### src/design/assert_macros.svh
// ---------------------------------------------------------------------------
// assert_macros.svh
// assertion helpers used by the top-level design file
// ---------------------------------------------------------------------------
`ifndef ASSERT_MACROS_SVH
`define ASSERT_MACROS_SVH

// same-cycle implication
`define ASSERT_IMPL(label, clk, rst_n, ante, cons) \
    label: assert property (@(posedge clk) disable iff (!rst_n) (ante) |-> (cons)) \
        else $error("assertion failed");

// next-cycle implication
`define ASSERT_NEXT(label, clk, rst_n, ante, cons) \
    label: assert property (@(posedge clk) disable iff (!rst_n) (ante) |=> (cons)) \
        else $error("assertion failed");

`endif

### src/design/bedw_window_or.sv
// ---------------------------------------------------------------------------
// bedw_window_or
// window hit test: per bank row mask and distance compare, then or-reduce
// ---------------------------------------------------------------------------
`default_nettype none

module bedw_window_or #(
    parameter int BANKS = 30,
    parameter int DW    = 4,
    parameter int HW    = 3
) (
    input  wire [BANKS-1:0][DW-1:0]     run_len,
    input  wire [$clog2(BANKS)-1:0]     slot,
    input  wire [DW-1:0]                span,
    input  wire [HW-1:0]                up,
    input  wire [HW-1:0]                dn,
    output logic                        hit
);

    localparam int SW = $clog2(BANKS);

    logic [SW:0]        rel [BANKS];
    logic [SW:0]        slot_e;
    logic [BANKS-1:0]   hit_bits;

    always_comb
    begin
        slot_e = (SW+1)'(slot);
        for (int b = 0; b < BANKS; b++)
        begin
            if ((SW+1)'(b) >= slot_e)
            begin
                rel[b] = (SW+1)'(b) - slot_e;
            end
            else
            begin
                rel[b] = (SW+1)'(b) + (SW+1)'(BANKS) - slot_e;
            end
            // rows below center up to dn, rows above center up to up
            hit_bits[b] = ((rel[b] <= (SW+1)'(dn))
                          || ((rel[b] + (SW+1)'(up)) >= (SW+1)'(BANKS)))
                          && (run_len[b] <= span);
        end
        hit = |hit_bits;
    end

endmodule

`default_nettype wire

### config.mk
export PLATFORM = sky130hd
export DESIGN_NAME = bedw_window_or
export DESIGN_NICKNAME = d
export VERILOG_FILES = /design/src/design/assert_macros.svh /design/src/design/bedw_window_or.sv
export SDC_FILE = /design/constraint.sdc
export NUM_CORES = 1
export LEC_CHECK = 0
export ABC_AREA = 0
export BUFFER_PORTS_ARGS = -buffer_cell sky130_fd_sc_hd__buf_2
export CAP_MARGIN = 20
export CORE_UTILIZATION = 36
export DETAILED_ROUTE_END_ITERATION = 10
export GPL_ROUTABILITY_DRIVEN = 0
export SLEW_MARGIN = 15
export SYNTH_ARGS = -nofsm -noshare
export SYNTH_HDL_FRONTEND = slang
export SYNTH_SLANG_ARGS = --single-unit
### constraint.sdc
create_clock -name vclk -period 6.97
set_input_delay 1.0455 -clock vclk [all_inputs]
set_output_delay 1.0455 -clock vclk [all_outputs]
set_load 0.01 [all_outputs]
; ---- Yosys cells after proc, flatten, opt, wreduce, memory -nomap -nowiden
; Index checks and enable logic that the tools add are counted.
[word_totals]
reg_bits = 0
out_inout_bits = 1
word_cells = 301
[classes]
addsub = 90
magnitude_cmp = 120
n_mux = 30
reduce_logical = 61
[op_table]
columns = op, count
row1 = 6-bit by 3-bit adder with 6-bit output, 30
row2 = 6-bit by 5-bit >= comparator with 1-bit output (second input constant), 30
row3 = 6-bit by 3-bit <= comparator with 1-bit output, 30
row4 = 6-bit two-way mux, 30
row5 = 6-bit by 5-bit subtractor with 6-bit output (first input constant), 28
row6 = 4-bit <= comparator, 30
row7 = 5-bit by 5-bit subtractor with 6-bit output (first input constant), 16
row8 = 5-bit >= comparator (first input constant), 14
row9 = 4-bit by 5-bit subtractor with 6-bit output (first input constant), 8
row10 = 4-bit by 5-bit >= comparator with 1-bit output (first input constant), 8
row11 = 1-bit logical AND, 30
row12 = 1-bit logical OR, 30
row13 = 30-bit OR reduction, 1
row14 = 3-bit by 5-bit subtractor with 6-bit output (first input constant), 4
row15 = 3-bit by 5-bit >= comparator with 1-bit output (first input constant), 4
row16 = 1-bit by 5-bit subtractor with 6-bit output (first input constant), 2
row17 = 2-bit by 5-bit subtractor with 6-bit output (first input constant), 2
row18 = 1-bit by 5-bit >= comparator with 1-bit output (first input constant), 2
row19 = 2-bit by 5-bit >= comparator with 1-bit output (first input constant), 2

; ---- Longest topological paths before layout
[depth]
word_depth = 7
mapped_depth = 23

; ---- Worst setup path after synthesis
; No wires, ideal clock.
[synth_path]
path_kind = input to output
start = in slot[4]
end = out hit
arrival_ps = 5479
slack_ps = 445
stages = 20
n_path_buf = 7
cell_sequence = buf_6 buf_8 inv_4 buf_2 buf_1 ha_1 clkbuf_1 clkbuf_1 clkbuf_1 xor2_1 inv_1 fa_1 xor2_1 a311o_1 maj3_1 mux2i_1 a2bb2oi_1 o311ai_1 or4_1 or4_1
[synth_via]
elab_chain_cells = 7
[synth_rtl]
columns = item, line
row1 = from (decl), bedw_window_or.sv:13  ; input wire [$clog2(BANKS)-1:0] slot,
row2 = "6-bit by 5-bit subtractor with 6-bit output, or another cell as far along", bedw_window_or.sv:37  ; rel[b] = (SW+1)'(b) + (SW+1)'(BANKS) - slot_e;
row3 = 6-bit two-way mux, bedw_window_or.sv:31  ; if ((SW+1)'(b) >= slot_e)
row4 = 6-bit by 3-bit adder with 6-bit output, bedw_window_or.sv:41  ; || ((rel[b] + (SW+1)'(up)) >= (SW+1)'(BANKS)))
row5 = 6-bit by 5-bit >= comparator with 1-bit output, bedw_window_or.sv:41
row6 = 1-bit logical OR, bedw_window_or.sv:41
row7 = 1-bit logical AND, bedw_window_or.sv:42  ; && (run_len[b] <= span);
row8 = 30-bit OR reduction *, bedw_window_or.sv:44  ; hit = |hit_bits;
row9 = to (decl), bedw_window_or.sv:17  ; output logic hit
; Mark *: on every way between the ends. The rest lies on a longest branch, timed or not.

; ---- Worst setup path in the final report
[layout_path]
start = in slot[1]
end = out hit
; Same word-level chain as after synthesis.

==> out/qor.yml <==
placed_design:
  place_inst: 2244
  dp_hpwl_um: 35600
  port_buffers: 136
layout:
  regArea_um2: 0
  mostFrequentLayoutCell: "ha_1"
  final_nets: 2262
  diodes: 0
  nClkBuffers: 0
  drive_gt1_frac: 0.133
  area_growth_syn_to_layout_pct: 12.1
  instances_no_fill: 2244
  seq_cell_count: 0
  final_cell_mix: "ha_1, a21oi_1, buf_2, nand2_1, inv_1"
power_and_ir_drop:
  finalPower_mw: 1.38
  p_leak_nw: 6.84
  p_per_area_mw_per_mm2: 98.7
  ir_worst_vdd_mv: 0.0295
critical_path:
  endpoint: "hit"
  cp_slowest_stage_delay_ns: 0.64
  required_ns: 5.92
  crit_type: "in -> out"
  cp-start-kind: "input pin"
  path_cells: "buf_2 > inv_2 > ha_1 > nor2_1 > o21ai_2 > a21oi_1 > xnor2_1 > ha_1 > and3_1 > a211oi_1 > a21oi_1 > nor3_1 > o311ai_1 > or4_1 > or4_1 > buf_2"
  cp_num_cells: 16
  cpMaxStageDelayCell: "ha_1"
  crit_arrival_ns: 5.70
  cp_max_fo: 16
  startpoint: "slot[1]"
  path_buf_inv: 3
  cp_top_family: "simple AND/OR/NAND/NOR gates"
  end_kind: "output port"
global_route:
  track_usage: 0.242
  antenna_found_initial: 0
  overflow: 0
  first_global_vias: 12600
  grt_max_degree: 60
  grt_pass1_wl_um: 69300
sta:
  hold_viol: 0
  fin_crit_sh: 0.968
  finalSetupViolCount: 0
  fmax_mhz: 148
  maxSlewHeadroom: 0.462
  tightest_slew_ns: 0.799
  layout_min_cycle_time_ns: 6.75
  tns_ns: 0
  rsz0062_at_grt: "false"
  slew_viol_final: 0
  holdWs_ns: 2.97
route:
  num_vias: 13200
  wirelength_um: 44000
  antenna_left: 0
  wl_per_cell_um: 19.6
  firstDrtPassIters: 6
  drc: 0
  vias_per_cell: 5.88
  drt_iter0_drc: 1131
synth:
  ys_top_cells_by_area: "ha_1, a21oi_1, mux2i_1, xnor2_1, fa_1"
  yosysSeqAreaShare: 0
  ys_warn_count: 0
  netlist_instances: 1652
  synth_top_area_frac: 0.300
  yosysTopAreaCell: "ha_1"
  synth_nets: 2116
  avgSynthCellArea_um2: 7.56
  syn_area_mm2: 0.0125
  ys_types: 92
die:
  placementRows: 67
  die_y_um: 188
  pin_count: 136
  coreArea_mm2: 0.0339
  die_area_mm2: 0.0354
  start_util: 0.369
  die_w_um: 188
clocking:
  post_cts_buffers: 0
status:
  status: "completed"
run:
  cap_violations: 0
hold_path:
  hold_class: "in -> out"
## area by class of cell
| cell class | count | area [um^2] |
|---|---|---|
| Fill cell | 3479 | 19900 |
| Multi-Input combinational cell | 1475 | 11800 |
| Timing Repair Buffer | 204 | 1220 |
| Tap cell | 448 | 561 |
| Inverter | 117 | 442 |
## cell usage after synthesis (4+ instances only)
cell,number
nor2b_1,58
a32oi_1,4
o211ai_1,11
or4_1,7
nand2_1,116
clkbuf_1,31
a41oi_1,15
a21boi_0,5
o31ai_1,8
a311oi_1,5
o21ai_0,85
and2_1,7
inv_1,113
nand4b_1,6
nor3b_1,6
a41o_1,7
ha_1,299
nor2_1,65
a211oi_1,22
mux2i_1,64
or3_1,9
fa_1,30
nand3_1,47
o2111ai_1,5
xnor2_1,71
o21a_1,19
nand2b_1,38
nand3b_1,8
a31oi_1,28
nand4_1,18
nor3_1,20
a22oi_1,6
o21ai_1,8
a21o_1,42
mux2_2,11
o22ai_1,17
a21oi_1,159
buf_1,9
buf_2,17
nor4_1,6
xor2_1,42
a2bb2oi_1,4
and3b_1,4
and3_1,22
## worst min-delay path by stage
stage	from	end	slack, ns	depth (start not counted)
detailed placement	run_len[77]	hit	2.97	7
CTS	run_len[77]	hit	2.97	7
global route	run_len[18]	hit	3.01	7
floorplan	span[0]	hit	2.57	5
global placement	run_len[77]	hit	2.96	7
finish	run_len[18]	hit	2.97	7
## tightest hold or removal path, cell delays in order
cell and delay, ns:
buf_2 0.08, ha_1 0.14, a41oi_1 0.19, a2bb2oi_1 0.14
nand4_1 0.06, or4_1 0.13, buf_2 0.13
## kinds of logic after synthesis
| family | share of synthesized area |
|---|---|
| buf+inv | 0.0569 |
| xor+xnor | 0.0793 |
| fa+ha+maj | 0.349 |
| simple gates | 0.192 |
| mux | 0.0632 |
| compound gates | 0.260 |
## routing by layer
metal	global-route usage	part of all wire	vias up
li1	-	-	6391
met1	0.329	0.45	6183
met2	0.409	0.45	549
met3	0.0261	0.076	77
met4	0.0522	0.025	0
met5	0	0	-
## power breakdown
| group | internal, mW | leakage [nW] | switching (mW) | total (mW) |
|---|---|---|---|---|
| Combinational | 0.574 | 6.84 | 0.808 | 1.38 |
| Sequential | 0 | 0 | 0 | 0 |
| Clock | 0 | 0 | 0 | 0 |
## timing repair
item	4_1_cts	5_1_grt
endpoints found under the setup margin	0	1
gates resized for setup	0	1
hold buffers	0	0
## per-stage QoR
stage | utilization | cell area [um^2] | worst slack, ns
6_report | 0.413 | 14000 | 0.222
5_1_grt | 0.413 | 14000 | 0.0165
4_1_cts | 0.413 | 14000 | 0.321
3_5_place_dp | 0.413 | 14000 | 0.336
3_3_place_gp | 0.413 | 14000 | 0.413
2_1_floorplan | - | 12500 | 0.445
(Power assumes the default switching activity.)
